## config.mk

```make
export PLATFORM = sky130hd
export DESIGN_NAME = stepper_homing_sequencer_flat
export DESIGN_NICKNAME = d
export VERILOG_FILES = /design/src/design/shs_pkg.sv /design/src/design/shs_in_if.sv /design/src/design/shs_out_if.sv /design/src/design/shs_sequencer.sv /design/src/design/stepper_homing_sequencer.sv /design/src/flat_wrapper.sv
export SDC_FILE = /design/constraint.sdc
export NUM_CORES = 1
export LEC_CHECK = 0
export BUFFER_PORTS_ARGS = -buffer_cell sky130_fd_sc_hd__buf_4
export CAP_MARGIN = 25
export CORE_ASPECT_RATIO = 1.4
export CORE_MARGIN = 3
export CORE_UTILIZATION = 61
export CTS_CLUSTER_DIAMETER = 200
export DETAILED_ROUTE_END_ITERATION = 12
export PLACE_DENSITY = 0.89
export SYNTH_ARGS = -nofsm -noshare
export SYNTH_HDL_FRONTEND = slang
export SYNTH_SLANG_ARGS = --single-unit
```

## constraint.sdc

```tcl
create_clock -name clk_i -period 3.2 [get_ports clk_i]
set_clock_uncertainty 0.2 [all_clocks]
set_input_delay 0.48 -clock clk_i [delete_from_list [all_inputs] [get_ports clk_i]]
set_output_delay 0.48 -clock clk_i [all_outputs]
set_load 0.005 [all_outputs]
```

## src/design/shs_pkg.sv

```systemverilog
// shared types and constants for the stepper homing sequencer
// no dependencies; compiled before the interfaces and modules

package shs_pkg;

  // field widths
  localparam int unsigned StepW  = 16;
  localparam int unsigned DelayW = 20;
  localparam int unsigned CfgIdxW  = 2;
  localparam int unsigned CfgDataW = 20;

  // configuration register indexes
  localparam logic [CfgIdxW-1:0] REG_BACKOFF_STEPS    = 2'd0;
  localparam logic [CfgIdxW-1:0] REG_OFFSET_STEPS     = 2'd1;
  localparam logic [CfgIdxW-1:0] REG_FAST_DELAY_TICKS = 2'd2;
  localparam logic [CfgIdxW-1:0] REG_SLOW_DELAY_TICKS = 2'd3;

  // configuration register reset values
  localparam logic [StepW-1:0]  BACKOFF_RST = '0;
  localparam logic [StepW-1:0]  OFFSET_RST  = '0;
  localparam logic [DelayW-1:0] FAST_DLY_RST = DelayW'(1);
  localparam logic [DelayW-1:0] SLOW_DLY_RST = DelayW'(1);

  // configuration registers as seen by the sequencer
  typedef struct packed {
    logic [StepW-1:0]  backoff_steps;
    logic [StepW-1:0]  offset_steps;
    logic [DelayW-1:0] fast_delay_ticks;
    logic [DelayW-1:0] slow_delay_ticks;
  } shs_cfg_t;

  // one tick word
  typedef struct packed {
    logic start_req;
    logic endstop_filtered;
    logic endstop_raw;
  } shs_in_t;

  // one result word
  typedef struct packed {
    logic step_pulse;
    logic direction_ccw;
    logic motor_enable;
    logic busy_res;
    logic homed;
  } shs_out_t;

  // handshake group between top level and sequencer
  typedef struct packed {
    logic in_valid;
    logic out_ready;
  } shs_hs_in_t;

  typedef struct packed {
    logic in_ready;
    logic out_valid;
  } shs_hs_out_t;

endpackage

```

## src/design/shs_in_if.sv

```systemverilog
// tick channel: valid, ready and the input word fields
// no dependencies

interface shs_in_if;
  logic valid;
  logic ready;
  logic start_req;
  logic endstop_filtered;
  logic endstop_raw;

  modport source (output valid, output start_req, output endstop_filtered,
                  output endstop_raw, input ready);
  modport sink (input valid, input start_req, input endstop_filtered,
                input endstop_raw, output ready);
endinterface

```

## src/design/shs_out_if.sv

```systemverilog
// result channel: valid, ready and the result word fields
// no dependencies

interface shs_out_if;
  logic valid;
  logic ready;
  logic step_pulse;
  logic direction_ccw;
  logic motor_enable;
  logic busy_res;
  logic homed;

  modport source (output valid, output step_pulse, output direction_ccw,
                  output motor_enable, output busy_res, output homed, input ready);
  modport sink (input valid, input step_pulse, input direction_ccw,
                input motor_enable, input busy_res, input homed, output ready);
endinterface

```

## src/design/shs_sequencer.sv

```systemverilog
// homing phase machine: counters, phase, homed flag and the result register
// depends on shs_pkg

module shs_sequencer
  import shs_pkg::*;
(
  input  logic        clk_i,
  input  logic        rst_ni,
  input  shs_cfg_t    cfg_i,
  input  shs_hs_in_t  hs_i,
  input  shs_in_t     in_data_i,
  output shs_hs_out_t hs_o,
  output shs_out_t    out_data_o
);

  typedef enum logic [2:0] {
    PH_IDLE          = 3'd0,
    PH_FAST_APPROACH = 3'd1,
    PH_BACKOFF       = 3'd2,
    PH_SLOW_APPROACH = 3'd3,
    PH_OFFSET        = 3'd4
  } phase_e;

  phase_e             phase_q, phase_d;
  logic [StepW-1:0]   steps_q, steps_d;
  logic [DelayW-1:0]  delay_q, delay_d;
  logic               homed_q, homed_d;
  logic               step;
  logic               out_valid_q, out_valid_d;
  shs_out_t           out_q, out_d;
  logic               in_ready;
  logic               accept;

  // a new word enters whenever the result register is free or being drained
  assign in_ready = !out_valid_q || hs_i.out_ready;
  assign accept   = hs_i.in_valid && in_ready;

  // next state for one tick
  always_comb begin
    phase_d = phase_q;
    steps_d = steps_q;
    delay_d = delay_q;
    homed_d = homed_q;
    step    = 1'b0;
    if (phase_q != PH_IDLE && phase_q != PH_FAST_APPROACH && phase_q != PH_BACKOFF &&
        phase_q != PH_SLOW_APPROACH && phase_q != PH_OFFSET) begin
      // stray code falls back to idle, or starts a run when start_req is set
      phase_d = PH_IDLE;
      if (in_data_i.start_req) begin
        homed_d = 1'b0;
        delay_d = '0;
        phase_d = in_data_i.endstop_filtered ? PH_BACKOFF : PH_FAST_APPROACH;
        steps_d = in_data_i.endstop_filtered ? cfg_i.backoff_steps : '0;
      end
    end else if (phase_q == PH_IDLE) begin
      // start sets the run up, no step this tick
      if (in_data_i.start_req) begin
        homed_d = 1'b0;
        delay_d = '0;
        phase_d = in_data_i.endstop_filtered ? PH_BACKOFF : PH_FAST_APPROACH;
        steps_d = in_data_i.endstop_filtered ? cfg_i.backoff_steps : '0;
      end
    end else if (delay_q != '0) begin
      // wait ticks after a step
      delay_d = delay_q - DelayW'(1);
    end else begin
      unique case (phase_q)
        PH_FAST_APPROACH: begin
          if (in_data_i.endstop_raw) begin
            phase_d = PH_BACKOFF;
            steps_d = cfg_i.backoff_steps;
          end else begin
            step    = 1'b1;
            delay_d = cfg_i.fast_delay_ticks;
          end
        end
        PH_BACKOFF: begin
          if (steps_q == '0) begin
            phase_d = PH_SLOW_APPROACH;
          end else begin
            step    = 1'b1;
            steps_d = steps_q - StepW'(1);
            delay_d = cfg_i.fast_delay_ticks;
          end
        end
        PH_SLOW_APPROACH: begin
          if (in_data_i.endstop_raw) begin
            phase_d = PH_OFFSET;
            steps_d = cfg_i.offset_steps;
          end else begin
            step    = 1'b1;
            delay_d = cfg_i.slow_delay_ticks;
          end
        end
        PH_OFFSET: begin
          if (steps_q == '0) begin
            phase_d = PH_IDLE;
            homed_d = 1'b1;
          end else begin
            step    = 1'b1;
            steps_d = steps_q - StepW'(1);
            delay_d = cfg_i.slow_delay_ticks;
          end
        end
        default: begin
          phase_d = PH_IDLE;
        end
      endcase
    end
  end

  // result word reflects the state after this tick
  always_comb begin
    out_d.step_pulse    = step;
    out_d.direction_ccw = (phase_d == PH_FAST_APPROACH) || (phase_d == PH_SLOW_APPROACH);
    out_d.motor_enable  = (phase_d != PH_IDLE);
    out_d.busy_res      = (phase_d != PH_IDLE);
    out_d.homed         = homed_d;
  end

  // result register valid: set on accept, cleared when taken
  always_comb begin
    out_valid_d = out_valid_q;
    if (accept) begin
      out_valid_d = 1'b1;
    end else if (hs_i.out_ready) begin
      out_valid_d = 1'b0;
    end
  end

  // state and registered outputs
  always_ff @(posedge clk_i or negedge rst_ni) begin
    if (!rst_ni) begin
      phase_q     <= PH_IDLE;
      steps_q     <= '0;
      delay_q     <= '0;
      homed_q     <= 1'b0;
      out_valid_q <= 1'b0;
      out_q       <= '0;
    end else begin
      out_valid_q <= out_valid_d;
      if (accept) begin
        phase_q <= phase_d;
        steps_q <= steps_d;
        delay_q <= delay_d;
        homed_q <= homed_d;
        out_q   <= out_d;
      end
    end
  end

  assign hs_o.in_ready  = in_ready;
  assign hs_o.out_valid = out_valid_q;
  assign out_data_o     = out_q;

endmodule

```

## src/design/stepper_homing_sequencer.sv

```systemverilog
// top level: configuration registers, channel wiring and the phase machine
// depends on shs_pkg, shs_in_if, shs_out_if and shs_sequencer
//
//   channel   dir  handshake              word
//   in_s      in   valid / ready          start_req, endstop_filtered, endstop_raw
//   out_m     out  valid / ready          step_pulse, direction_ccw, motor_enable,
//                                         busy_res, homed
//   cfg       in   cfg_we_i (no ready)    cfg_idx_i, cfg_wdata_i
//
// one tick word is taken per cycle while ready is high; its result word sits
// in the result register on the next cycle, set by a single registered pass
// through the phase machine. in_s.ready stays high while the result register is
// empty or being read, so a stalled sink holds one word and then stops the source.
// reset puts the machine in idle with counters and homed cleared, and the
// configuration registers at their defaults.

module stepper_homing_sequencer
  import shs_pkg::*;
(
  input  logic                clk_i,
  input  logic                rst_ni,
  shs_in_if.sink              in_s,
  shs_out_if.source           out_m,
  input  logic                cfg_we_i,
  input  logic [CfgIdxW-1:0]  cfg_idx_i,
  input  logic [CfgDataW-1:0] cfg_wdata_i
);

  shs_cfg_t    cfg_q;
  shs_hs_in_t  hs_in;
  shs_hs_out_t hs_out;
  shs_in_t     in_data;
  shs_out_t    out_data;

  // configuration registers
  always_ff @(posedge clk_i or negedge rst_ni) begin
    if (!rst_ni) begin
      cfg_q.backoff_steps    <= BACKOFF_RST;
      cfg_q.offset_steps     <= OFFSET_RST;
      cfg_q.fast_delay_ticks <= FAST_DLY_RST;
      cfg_q.slow_delay_ticks <= SLOW_DLY_RST;
    end else if (cfg_we_i) begin
      unique case (cfg_idx_i)
        REG_BACKOFF_STEPS:    cfg_q.backoff_steps    <= cfg_wdata_i[StepW-1:0];
        REG_OFFSET_STEPS:     cfg_q.offset_steps     <= cfg_wdata_i[StepW-1:0];
        REG_FAST_DELAY_TICKS: cfg_q.fast_delay_ticks <= cfg_wdata_i[DelayW-1:0];
        REG_SLOW_DELAY_TICKS: cfg_q.slow_delay_ticks <= cfg_wdata_i[DelayW-1:0];
        default: ;
      endcase
    end
  end

  // channel word packing
  assign in_data.start_req        = in_s.start_req;
  assign in_data.endstop_filtered = in_s.endstop_filtered;
  assign in_data.endstop_raw      = in_s.endstop_raw;
  assign hs_in.in_valid           = in_s.valid;
  assign hs_in.out_ready          = out_m.ready;

  shs_sequencer u_seq (
    .clk_i      (clk_i),
    .rst_ni     (rst_ni),
    .cfg_i      (cfg_q),
    .hs_i       (hs_in),
    .in_data_i  (in_data),
    .hs_o       (hs_out),
    .out_data_o (out_data)
  );

  // result channel
  assign in_s.ready          = hs_out.in_ready;
  assign out_m.valid         = hs_out.out_valid;
  assign out_m.step_pulse    = out_data.step_pulse;
  assign out_m.direction_ccw = out_data.direction_ccw;
  assign out_m.motor_enable  = out_data.motor_enable;
  assign out_m.busy_res      = out_data.busy_res;
  assign out_m.homed         = out_data.homed;

endmodule
```

## src/flat_wrapper.sv

```systemverilog
// flat-port wrapper written by rule: the top's interface ports become plain ports
module stepper_homing_sequencer_flat import shs_pkg::*;
  (clk_i, rst_ni, cfg_we_i, cfg_idx_i, cfg_wdata_i, in_s_valid, in_s_start_req, in_s_endstop_filtered, in_s_endstop_raw, in_s_ready, out_m_valid, out_m_step_pulse, out_m_direction_ccw, out_m_motor_enable, out_m_busy_res, out_m_homed, out_m_ready);
  shs_in_if in_s_i ();
  shs_out_if out_m_i ();
  input  logic clk_i;
  input  logic rst_ni;
  input  logic cfg_we_i;
  input  logic [CfgIdxW-1:0] cfg_idx_i;
  input  logic [CfgDataW-1:0] cfg_wdata_i;
  input wire logic [$bits(in_s_i.valid)-1:0] in_s_valid;
  input wire logic [$bits(in_s_i.start_req)-1:0] in_s_start_req;
  input wire logic [$bits(in_s_i.endstop_filtered)-1:0] in_s_endstop_filtered;
  input wire logic [$bits(in_s_i.endstop_raw)-1:0] in_s_endstop_raw;
  output wire logic [$bits(in_s_i.ready)-1:0] in_s_ready;
  output wire logic [$bits(out_m_i.valid)-1:0] out_m_valid;
  output wire logic [$bits(out_m_i.step_pulse)-1:0] out_m_step_pulse;
  output wire logic [$bits(out_m_i.direction_ccw)-1:0] out_m_direction_ccw;
  output wire logic [$bits(out_m_i.motor_enable)-1:0] out_m_motor_enable;
  output wire logic [$bits(out_m_i.busy_res)-1:0] out_m_busy_res;
  output wire logic [$bits(out_m_i.homed)-1:0] out_m_homed;
  input wire logic [$bits(out_m_i.ready)-1:0] out_m_ready;
  assign in_s_i.valid = in_s_valid;
  assign in_s_i.start_req = in_s_start_req;
  assign in_s_i.endstop_filtered = in_s_endstop_filtered;
  assign in_s_i.endstop_raw = in_s_endstop_raw;
  assign in_s_ready = in_s_i.ready;
  assign out_m_valid = out_m_i.valid;
  assign out_m_step_pulse = out_m_i.step_pulse;
  assign out_m_direction_ccw = out_m_i.direction_ccw;
  assign out_m_motor_enable = out_m_i.motor_enable;
  assign out_m_busy_res = out_m_i.busy_res;
  assign out_m_homed = out_m_i.homed;
  assign out_m_i.ready = out_m_ready;
  stepper_homing_sequencer u_core (.clk_i(clk_i), .rst_ni(rst_ni), .in_s(in_s_i), .out_m(out_m_i), .cfg_we_i(cfg_we_i), .cfg_idx_i(cfg_idx_i), .cfg_wdata_i(cfg_wdata_i));
endmodule
```

==> results of run 1 <==
-- per-stage QoR --
step	cell area, um^2	util
global route	7750	0.745
finish	7750	0.745
detailed placement	7070	0.679
global placement	7070	0.679
floorplan	6520	-
CTS	7710	0.741
-- Yosys cell counts, drive strengths merged (10+ instances only) --
library cell / number
a31oi: 10
or4: 10
mux2: 75
nand2b: 10
clkbuf: 34
nor2: 40
nand3: 12
o21ai: 49
o22ai: 10
mux2i: 15
nand2: 46
dfrtp: 114
a21oi: 47
nor3: 13
inv: 12
nor4: 10
-- repair_timing --
| action | 4_1_cts | 5_1_grt |
|---|---|---|
| gates resized for setup | 0 | 6 |
| hold buffers | 1 | 0 |
| setup buffers | 0 | 2 |
| hold endpoints to repair | 46 | 0 |
| setup endpoints to repair | 0 | 35 |
-- flip-flops by register name, indices dropped and copies added (netlist names) --
register and flops:
u_core.cfg_q 72, u_core.u_seq.delay_q 20, u_core.u_seq.steps_q 16, u_core.u_seq.out_data_o 4, u_core.u_seq.phase_q 3, u_core.u_seq.out_valid_q 1
-- worst max path at each step --
stage	start	to	cells past startpoint
finish	u_core.u_seq.delay_q[8]	u_core.u_seq.steps_q[7]	6
global route	u_core.u_seq.delay_q[0]	u_core.u_seq.steps_q[7]	8
CTS	u_core.u_seq.steps_q[1]	u_core.u_seq.delay_q[6]	9
detailed placement	u_core.u_seq.steps_q[1]	u_core.u_seq.delay_q[6]	9
global placement	u_core.u_seq.steps_q[1]	u_core.u_seq.delay_q[6]	9
floorplan	u_core.u_seq.steps_q[0]	u_core.u_seq.delay_q[18]	9
-- where the power goes --
group	switching [mW]	internal, mW	total [mW]
sequential	0.354	1.81	2.17
clock	0.720	1.31	2.03
combinational	0.931	0.746	1.68
total	2.01	3.87	5.87
-- area by class of cell --
class,instances,share of cell area
multi-input cells,480,0.442
clock inverters,15,0.0265
repair buffers,74,0.0736
clock buffers,17,0.0549
well taps,138,0.0223
flip-flops and latches,116,0.375
inverters,12,0.00581
-- routing by layer --
metal | up-vias | global-route usage
met2 | 331 | 0.585
li1 | 2555 | -
met4 | 0 | 0.248
met3 | 106 | 0.0816
met5 | - | 0
met1 | 2926 | 0.394
-- cells by family after synthesis --
group	after synthesis	synth area share
compound gates	194	0.201
simple gates	182	0.146
flops	116	0.446
mux	90	0.153
buf+inv	54	0.0338
xor+xnor	10	0.0134
fa+ha+maj	4	0.00729
-- worst register-to-register path, cell delays in order, from the launching register on --
cell and delay, ns:
dfrtp_1 0.43, or4_1 0.75, nor3_4 0.38, nand3_1 0.23, a2111o_2 0.64, o21ai_0 0.20
o21ai_0 0.11
==> results.toml, run 1 <==
[outcome]
status = "finished clean"

[global_routing]
grtUsageTotal = 0.352
antenna_found_initial = 0
grt_overflow = 0
grt_pass1_vias = 6010
grt_pass1_wl_um = 32000
grt_start_max_net_pins = 71

[floorplan]
rows = 44
core_mm2 = 0.0104
ios = 37
dieArea_mm2 = 0.0120
fp.dieW_um = 93.4
fp.dieH_um = 128
initial_core_util = 0.627

[setup_path]
ff2ff_path_depth = 6
cpMaxStageDelayCell = "or4_1"
critPathTopFamily = "simple AND/OR/NAND/NOR gates"
endpoint_kind = "register"
max_stage_delay_ns = 0.75
r2r_start = "u_core.u_seq.delay_q[8]"
critical_path_class = "reg -> reg"
path_buf_inv = 0
cp_max_fo = 10
critPathMostFrequentCell = "o21ai_0"
required_ns = 3.29
critical_path.reg2reg.endpoint = "u_core.u_seq.steps_q[7]"
crit_chain = "or4_1 > nor3_4 > nand3_1 > a2111o_2 > o21ai_0 > o21ai_0"
start_kind = "register"
reg2reg_slack_ns = 0.13
cp.arrival_ns = 3.16

[final_layout]
antenna_cells = 0
final_common_cell = "dfrtp_1"
final_cell_mix = "114 x dfrtp_1, 75 x mux2_2, 72 x buf_4, 46 x nand2_1, 44 x a21oi_1"
drive_above_1_share = 0.282
regArea_mm2 = 0.00291
fin_cells = 852
area_growth_pct = 18.9
fillers = 723
nNetsFinal = 734
multi_input_area_mm2 = 0.00343

[job]
cap_violations = 0

[power]
peakVddDrop_mv = 0.555
p_leak_nw = 3.31
power.total_mw = 5.87
power.density_mw_per_mm2 = 758

[worst_hold_path]
hp-start = "in_s_valid"
min_to = "u_core.u_seq.out_valid_q"
hold_class = "in -> reg"
hold_depth = 2

[synthesis]
synth_cell_types = 68
synth_cells = 650
ys_async_sr_fraction = 1.00
synth-seq-cells = 116
synth_area_mm2 = 0.00652
syn_nets = 683
synthFlopType = "dfrtp_1"
ys_seq_area_frac = 0.446
syn_avg_cell_area_um2 = 10.0
synth_top_cell_area_share = 0.438
synth_top_area_cell = "dfrtp_1"
synthTopCellsByArea = "dfrtp_1 44%, mux2_2 13%, a21oi_1 3.4%, o21ai_0 3.1%, nand2_1 2.6%"
synth_edf_count = 0
yosysWarnings = 0

[clock_tree]
clk_pin_slew_ns = 0.06
cts_tree = "yes"
clk_latency_ns = 0.42
cts_sinks = 116
htree_levels = 4
numCtsBuffers = 17
cts_root_buf = "clkbuf_16"
clk_path_buf_depth = 2

[sta]
tns_ns = 0
fin_ws_ns = 0.127
finalHoldWorstSlack_ns = 0.0633
hold_violations = 0
maxSlewHeadroom = 0.374
max_freq_mhz = 325
period_share = 0.960
slew_viol_final = 0
worst_pin_slew_ns = 0.936
layout_min_cycle_time_ns = 3.07
rsz0062_at_grt = "no"
setup_viol = 0

[routing]
ant_nets = 0
drt_iter0_markers = 445
firstDrtPassIters = 8
met1_length_um = 7300
routed.top_layer = "met4"
routed_wl_um = 20200
dr_wl_met2_um = 10100
vias = 5918
drc = 0
wl_met3_um = 1390
via_per_inst = 6.95
wl_per_cell_um = 23.7

[placed_design]
portBuffers = 36
pre_cts_slack_ns = 0.0364
gp_congestion = 1.02
post-place-cells = 817
hpwl_um = 14200
Note: power is estimated with default switching activity, not from simulation.
==> inputs of run 2 (changes only) <==
--- a/config.mk
+++ b/config.mk
@@ -5,14 +5,15 @@
 export SDC_FILE = /design/constraint.sdc
 export NUM_CORES = 1
 export LEC_CHECK = 0
+export ABC_AREA = 1
 export BUFFER_PORTS_ARGS = -buffer_cell sky130_fd_sc_hd__buf_4
 export CAP_MARGIN = 25
 export CORE_ASPECT_RATIO = 1.4
 export CORE_MARGIN = 3
-export CORE_UTILIZATION = 61
+export CORE_UTILIZATION = 62
 export CTS_CLUSTER_DIAMETER = 200
 export DETAILED_ROUTE_END_ITERATION = 12
-export PLACE_DENSITY = 0.89
+export PLACE_DENSITY = 0.9
 export SYNTH_ARGS = -nofsm -noshare
 export SYNTH_HDL_FRONTEND = slang
 export SYNTH_SLANG_ARGS = --single-unit
==> run 2 against run 1 <==
  * Maximum frequency up 15%
  * Critical path depth grew 5
  * Combinational power increased by 55%
  * Worst setup slack improved by 0.41 ns
  * Sequential cell count is the same
  * Non-clock buffer count is 27 lower
  * Die area up 1.6%
  * Wire length shrank 5.7%
==> results.toml, run 2 <==
[outcome]
status = "finished clean"

[synthesis]
synth_top_cell_area_share = 0.423
synth_common_cells = "271 x nand2_1, 120 x nand3_1, 119 x o21ai_0"
syn_nets = 963
yosysWarnings = 0
synth_area_mm2 = 0.00674
ys_seq_area_frac = 0.431
syn_avg_cell_area_um2 = 7.24
synth-seq-cells = 116
synth_top_area_cell = "dfrtp_1"
ys_async_sr_fraction = 1.00
synth_cell_types = 37
synth_cells = 930
synthFlopType = "dfrtp_1"
synthTopCellsByArea = "dfrtp_1 42%, nand2_1 15%, nand3_1 8.9%, o21ai_0 8.8%, inv_1 4.0%"
yosysMostFrequentCell = "nand2_1"
synth_edf_count = 0

[routing]
wl_met3_um = 1830
firstDrtPassIters = 6
wl_per_cell_um = 17.3
met1_length_um = 7350
vias = 6825
routed.top_layer = "met4"
drt_iter0_markers = 976
ant_nets = 0
drc = 0
via_per_inst = 6.19
routed_wl_um = 19000
dr_wl_met2_um = 8940

[final_layout]
final_util = 0.733
area_growth_pct = 14.4
reg.largest.list = "u_core.cfg_q: 72 flops, u_core.u_seq.delay_q: 20 flops, u_core.u_seq.steps_q: 16 flops"
multi_input_area_mm2 = 0.00330
fillers = 726
final_common_cell = "nand2_1"
regArea_mm2 = 0.00291
regMostFlops = "u_core.cfg_q"
fin_cells = 1102
largest_reg_flops = 72
drive_above_1_share = 0.113
final_cell_mix = "271 x nand2_1, 120 x nand3_1, 119 x o21ai_0, 114 x dfrtp_1, 71 x inv_1"
antenna_cells = 0
nNetsFinal = 984

[clock_tree]
numCtsBuffers = 17
holdBufCountCts = 1
clk_pin_slew_ns = 0.06
cts_sinks = 116
clk_path_buf_depth = 2
clk_latency_ns = 0.42
postCtsSetupBuffers = 0
cts_resized = 0
htree_levels = 4
cts_root_buf = "clkbuf_16"
cts_tree = "yes"

[sta]
worst_pin_slew_ns = 0.653
fin_ws_ns = 0.538
max_freq_mhz = 376
hold_violations = 0
tns_ns = 0
layout_min_cycle_time_ns = 2.66
slew_viol_final = 0
rsz0062_at_grt = "no"
period_share = 0.832
maxSlewHeadroom = 0.563
setup_viol = 0

[placed_design]
post-place-cells = 1069
gp_congestion = 0.990
portBuffers = 36
pre_cts_slack_ns = 0.629
hpwl_um = 12100

[power]
power.density_mw_per_mm2 = 908
p_int_mw = 4.14
clkPwrFrac = 0.306
p_comb_frac = 0.372
swShare = 0.408
power.total_mw = 7.00
p_seq_frac = 0.323
peakVddDrop_mv = 0.535
power_switching_mw = 2.85
p_leak_nw = 3.69

[setup_path]
critical_path_class = "reg -> reg"
start_kind = "register"
cp.arrival_ns = 2.78
endpoint_kind = "register"
cp_max_fo = 24
required_ns = 3.31

[global_routing]
antenna_found_initial = 0
grt_pass1_vias = 6301
grt_pass1_wl_um = 30800
grt_overflow = 0
grt_start_max_net_pins = 90
grtUsageTotal = 0.326

[floorplan]
initial_core_util = 0.641
ios = 37
fp.dieW_um = 94.1
rows = 44
dieArea_mm2 = 0.0122
core_mm2 = 0.0105
fp.dieH_um = 129

[worst_hold_path]
hold_class = "in -> reg"

[job]
cap_violations = 0
==> run 2: stage by stage <==
step	cell area [um^2]	hold WS, ns
after floorplan	6740	-0.0156
after global placement	7040	0.235
after detailed placement	7040	0.234
after CTS	7710	0.134
after global routing	7710	0.154
final	7710	0.137
==> run 2: area by class of cell <==
type | count | area share
Multi-Input combinational cell | 690 | 0.429
Sequential cell | 116 | 0.377
Clock buffer | 20 | 0.0592
Timing Repair Buffer | 47 | 0.0477
Inverter | 79 | 0.0388
Clock inverter | 12 | 0.0265
Tap cell | 138 | 0.0224
==> run 2: cell families (layout without fill, tap and decap cells) <==
logic type               Yosys count  after routing  share of synthesized area
XOR/XNOR                           8              8                     0.0104
buffers and inverters            124            158                     0.0786
AND/OR/NAND/NOR                  492            492                      0.324
flip-flops                       116            116                      0.431
AO/OA/AOI/OAI                    187            187                      0.150
adder cells (fa/ha/maj)            3              3                    0.00557
==> run 2: worst max-delay path: stages (launching register included) <==
cell and delay (ns):
dfrtp_1 0.54, inv_2 0.11, nand2_2 0.10, nor2_2 0.07, nor2_8 0.34, inv_2 0.28, nor2_8 0.25, nand2_4 0.10
nand2_4 0.23, inv_4 0.15, nor2_1 0.12, nor2_1 0.05
==> run 2: metal layers <==
layer  track usage  vias up
li1              -     3107
met1         0.427     3162
met2         0.509      470
met3        0.0726       86
met4         0.171        0
met5             0        -
==> run 2: power by group through the flow <==
stage	Sequential, mW	Clock (mW)	Combinational (mW)
floorplan	2.13	0	1.97
global placement	2.23	0	2.42
detailed placement	2.25	0	2.48
CTS	2.24	2.13	2.54
global route	2.29	2.20	2.91
finish	2.26	2.14	2.60
==> run 2: path summary, 6_finish.rpt <==
| check | start | end | slack [ns] | cells after the start |
|---|---|---|---|---|
| worst min-delay path | cfg_wdata_i[19] | u_core.cfg_q[39] | 0.14 | 3 |
| worst min register to register | u_core.u_seq.out_data_o[0] | u_core.u_seq.out_data_o[0] | 0.27 | 2 |
| min in group asynchronous | rst_ni | u_core.u_seq.delay_q[18] | 0.33 | 2 |
| worst max register to register | u_core.u_seq.phase_q[0] | u_core.u_seq.delay_q[14] | 0.54 | 11 |
| worst max-delay path | u_core.u_seq.phase_q[0] | u_core.u_seq.delay_q[14] | 0.54 | 11 |
| max in group asynchronous | rst_ni | u_core.u_seq.steps_q[2] | 1.66 | 3 |
==> inputs of run 3 (changes only) <==
--- a/config.mk
+++ b/config.mk
@@ -5,15 +5,15 @@
 export SDC_FILE = /design/constraint.sdc
 export NUM_CORES = 1
 export LEC_CHECK = 0
-export ABC_AREA = 1
+export ABC_AREA = 0
 export BUFFER_PORTS_ARGS = -buffer_cell sky130_fd_sc_hd__buf_4
 export CAP_MARGIN = 25
 export CORE_ASPECT_RATIO = 1.4
 export CORE_MARGIN = 3
-export CORE_UTILIZATION = 62
+export CORE_UTILIZATION = 56
 export CTS_CLUSTER_DIAMETER = 200
 export DETAILED_ROUTE_END_ITERATION = 12
-export PLACE_DENSITY = 0.9
+export PLACE_DENSITY = 0.86
 export SYNTH_ARGS = -nofsm -noshare
 export SYNTH_HDL_FRONTEND = slang
 export SYNTH_SLANG_ARGS = --single-unit
==> constraint.sdc (replaced) <==
create_clock -name clk_i -period 2.35 [get_ports clk_i]
set_clock_uncertainty 0.2 [all_clocks]
set_input_delay 0.3525 -clock clk_i [delete_from_list [all_inputs] [get_ports clk_i]]
set_output_delay 0.3525 -clock clk_i [all_outputs]
set_load 0.005 [all_outputs]
==> run 3 against run 2 <==
  * The flow now finishes with violations (design-rule violations, negative setup slack)
  * Clock-buffer cell count down 2
  * Global-route usage is 2.8 points higher
  * Critical path depth is 1 lower
  * Critical endpoint is now u_core.u_seq.steps_q[9]
  * Final cell count down 12%
  * Final area increased by 15%
  * Sequential cell count did not move
  * Core utilization increased by 5.1 points
  * Via count is 2.7% lower
  * Sequential share of layout area down 5.0 points
  * Maximum frequency shrank 9.9%
  * Hold slack worse by 0.13 ns
==> results.toml, run 3 (same netlist as run 1, synthesis figures left out) <==
[sta]
tns_ns = -21.96
worst_pin_slew_ns = 0.912
finalHoldWorstSlack_ns = 0.00424
rsz0062_at_grt = "yes"
maxSlewHeadroom = 0.385
slew_viol_final = 0
setup_viol = 43
hold_violations = 0
layout_min_cycle_time_ns = 2.95
fin_ws_ns = -0.604
max_freq_mhz = 339
period_share = 1.26

[placed_design]
gp_congestion = 0.906
hpwl_um = 15200
post-place-cells = 906
portBuffers = 36

[setup_path]
critPathTopFamily = "simple AND/OR/NAND/NOR gates"
r2r_start = "u_core.u_seq.steps_q[1]"
worstSetupStartpoint = "u_core.u_seq.steps_q[1]"
max_stage_delay_ns = 0.52
crit_chain = "inv_2 > ha_4 > or4b_4 > or4b_4 > buf_6 > nor3_4 > buf_6 > a2111o_1 > o21ai_1 > o21ai_2"
endpoint_kind = "register"
cp_max_fo = 5
path_buf_inv = 3
required_ns = 2.49
critical_path_class = "reg -> reg"
cp.arrival_ns = 3.10
start_kind = "register"
cpMaxStageDelayCell = "or4b_4"

[routing]
via_per_inst = 6.88
wl_per_cell_um = 24.2
routed_wl_um = 23300
ant_nets = 0
firstDrtPassIters = 12
vias = 6640
drc = 2
drt_iter0_markers = 750

[final_layout]
fin_cells = 965
area_growth_pct = 36.3
multi_input_area_mm2 = 0.00372
drive_above_1_share = 0.417
final_cell_mix = "154 x buf_4, 114 x dfrtp_1, 74 x mux2_2, 44 x nand2_1, 37 x nor2_1"
antenna_cells = 0
reg.largest.list = "u_core.cfg_q: 72 flops, u_core.u_seq.delay_q: 20 flops, u_core.u_seq.steps_q: 16 flops"
final_common_cell = "buf_4"
regArea_mm2 = 0.00291
nNetsFinal = 841
regMostFlops = "u_core.cfg_q"
fillers = 672
largest_reg_flops = 72

[floorplan]
initial_core_util = 0.575
rows = 46
ios = 37
dieArea_mm2 = 0.0130
core_mm2 = 0.0113
fp.dieH_um = 134
fp.dieW_um = 97.2

[clock_tree]
numCtsBuffers = 17
cts_sinks = 116
clk_path_buf_depth = 2
clk_latency_ns = 0.42
htree_levels = 4
cts_root_buf = "clkbuf_16"
clk_pin_slew_ns = 0.06
cts_tree = "yes"

[outcome]
status = "complete, but fails checks"
violations = "design-rule violations, negative setup slack"

[global_routing]
grt_pass1_vias = 6689
grt_overflow = 0
grtUsageTotal = 0.354
antenna_found_initial = 0
grt_start_max_net_pins = 117
grt_pass1_wl_um = 35500

[power]
clkPwrFrac = 0.290
p_comb_frac = 0.386
p_seq_frac = 0.323
peakVddDrop_mv = 0.724
p_leak_nw = 3.89
p_int_mw = 5.55
swShare = 0.364
power.density_mw_per_mm2 = 981
power_switching_mw = 3.17

[worst_hold_path]
hold_class = "in -> reg"
hp-start = "cfg_wdata_i[2]"

[job]
cap_violations = 0
run 3: metrics by stage:
step | worst slack (ns) | util | power [mW] | instance area (um^2)
after floorplan | -0.439 | - | 4.35 | 6530
after global placement | -0.495 | 0.683 | 5.57 | 7740
after detailed placement | -0.526 | 0.683 | 5.68 | 7740
after CTS | -0.464 | 0.758 | 8.38 | 8600
after global routing | -0.631 | 0.784 | 9.06 | 8890
final | -0.604 | 0.784 | 8.71 | 8890
run 3: cell type report:
type / instances / share of cell area
flip-flops and latches: 116 / 0.327
repair buffers: 178 / 0.165
inverters: 12 / 0.00507
clock inverters: 14 / 0.0160
multi-input cells: 483 / 0.418
clock buffers: 18 / 0.0483
well taps: 144 / 0.0203
run 3: power groups by stage:
stage                     clock network, mW  logic [mW]  registers (mW)
after floorplan                           0        1.55            2.80
after global placement                    0        2.81            2.77
after detailed placement                  0        2.89            2.79
after CTS                              2.53        3.07            2.78
after global routing                   2.63        3.58            2.85
final                                  2.53        3.37            2.82
run 3: routing by layer:
layer  up-vias  global-route usage  part of all wire
li1       2775                   -                 -
met1      3191               0.408              0.35
met3       164              0.0707             0.094
met4         0               0.237             0.075
met2       510               0.595              0.49
met5         -                   0                 0
run 3: timing repair:
action / in CTS / in global routing
resized for setup: 43 / 46
hold buffers: 9 / 0
setup endpoints to repair: 43 / 43
setup buffers: 5 / 9
hold endpoints to repair: 132 / 0
cloned: 2 / 3
pin swaps: 19 / 26
run 3: path summary, 6_finish.rpt:
path | endpoint | slack, ns | cells past startpoint
worst max register to register | u_core.u_seq.steps_q[9] | -0.60 | 10
max in group asynchronous | u_core.u_seq.out_data_o[1] | 1.12 | 3
worst min-delay path | u_core.cfg_q[58] | 0.004 | 2
worst max-delay path | u_core.u_seq.steps_q[9] | -0.60 | 10
worst min register to register | u_core.u_seq.out_data_o[3] | 0.30 | 1
min in group asynchronous | u_core.u_seq.delay_q[3] | 0.34 | 3
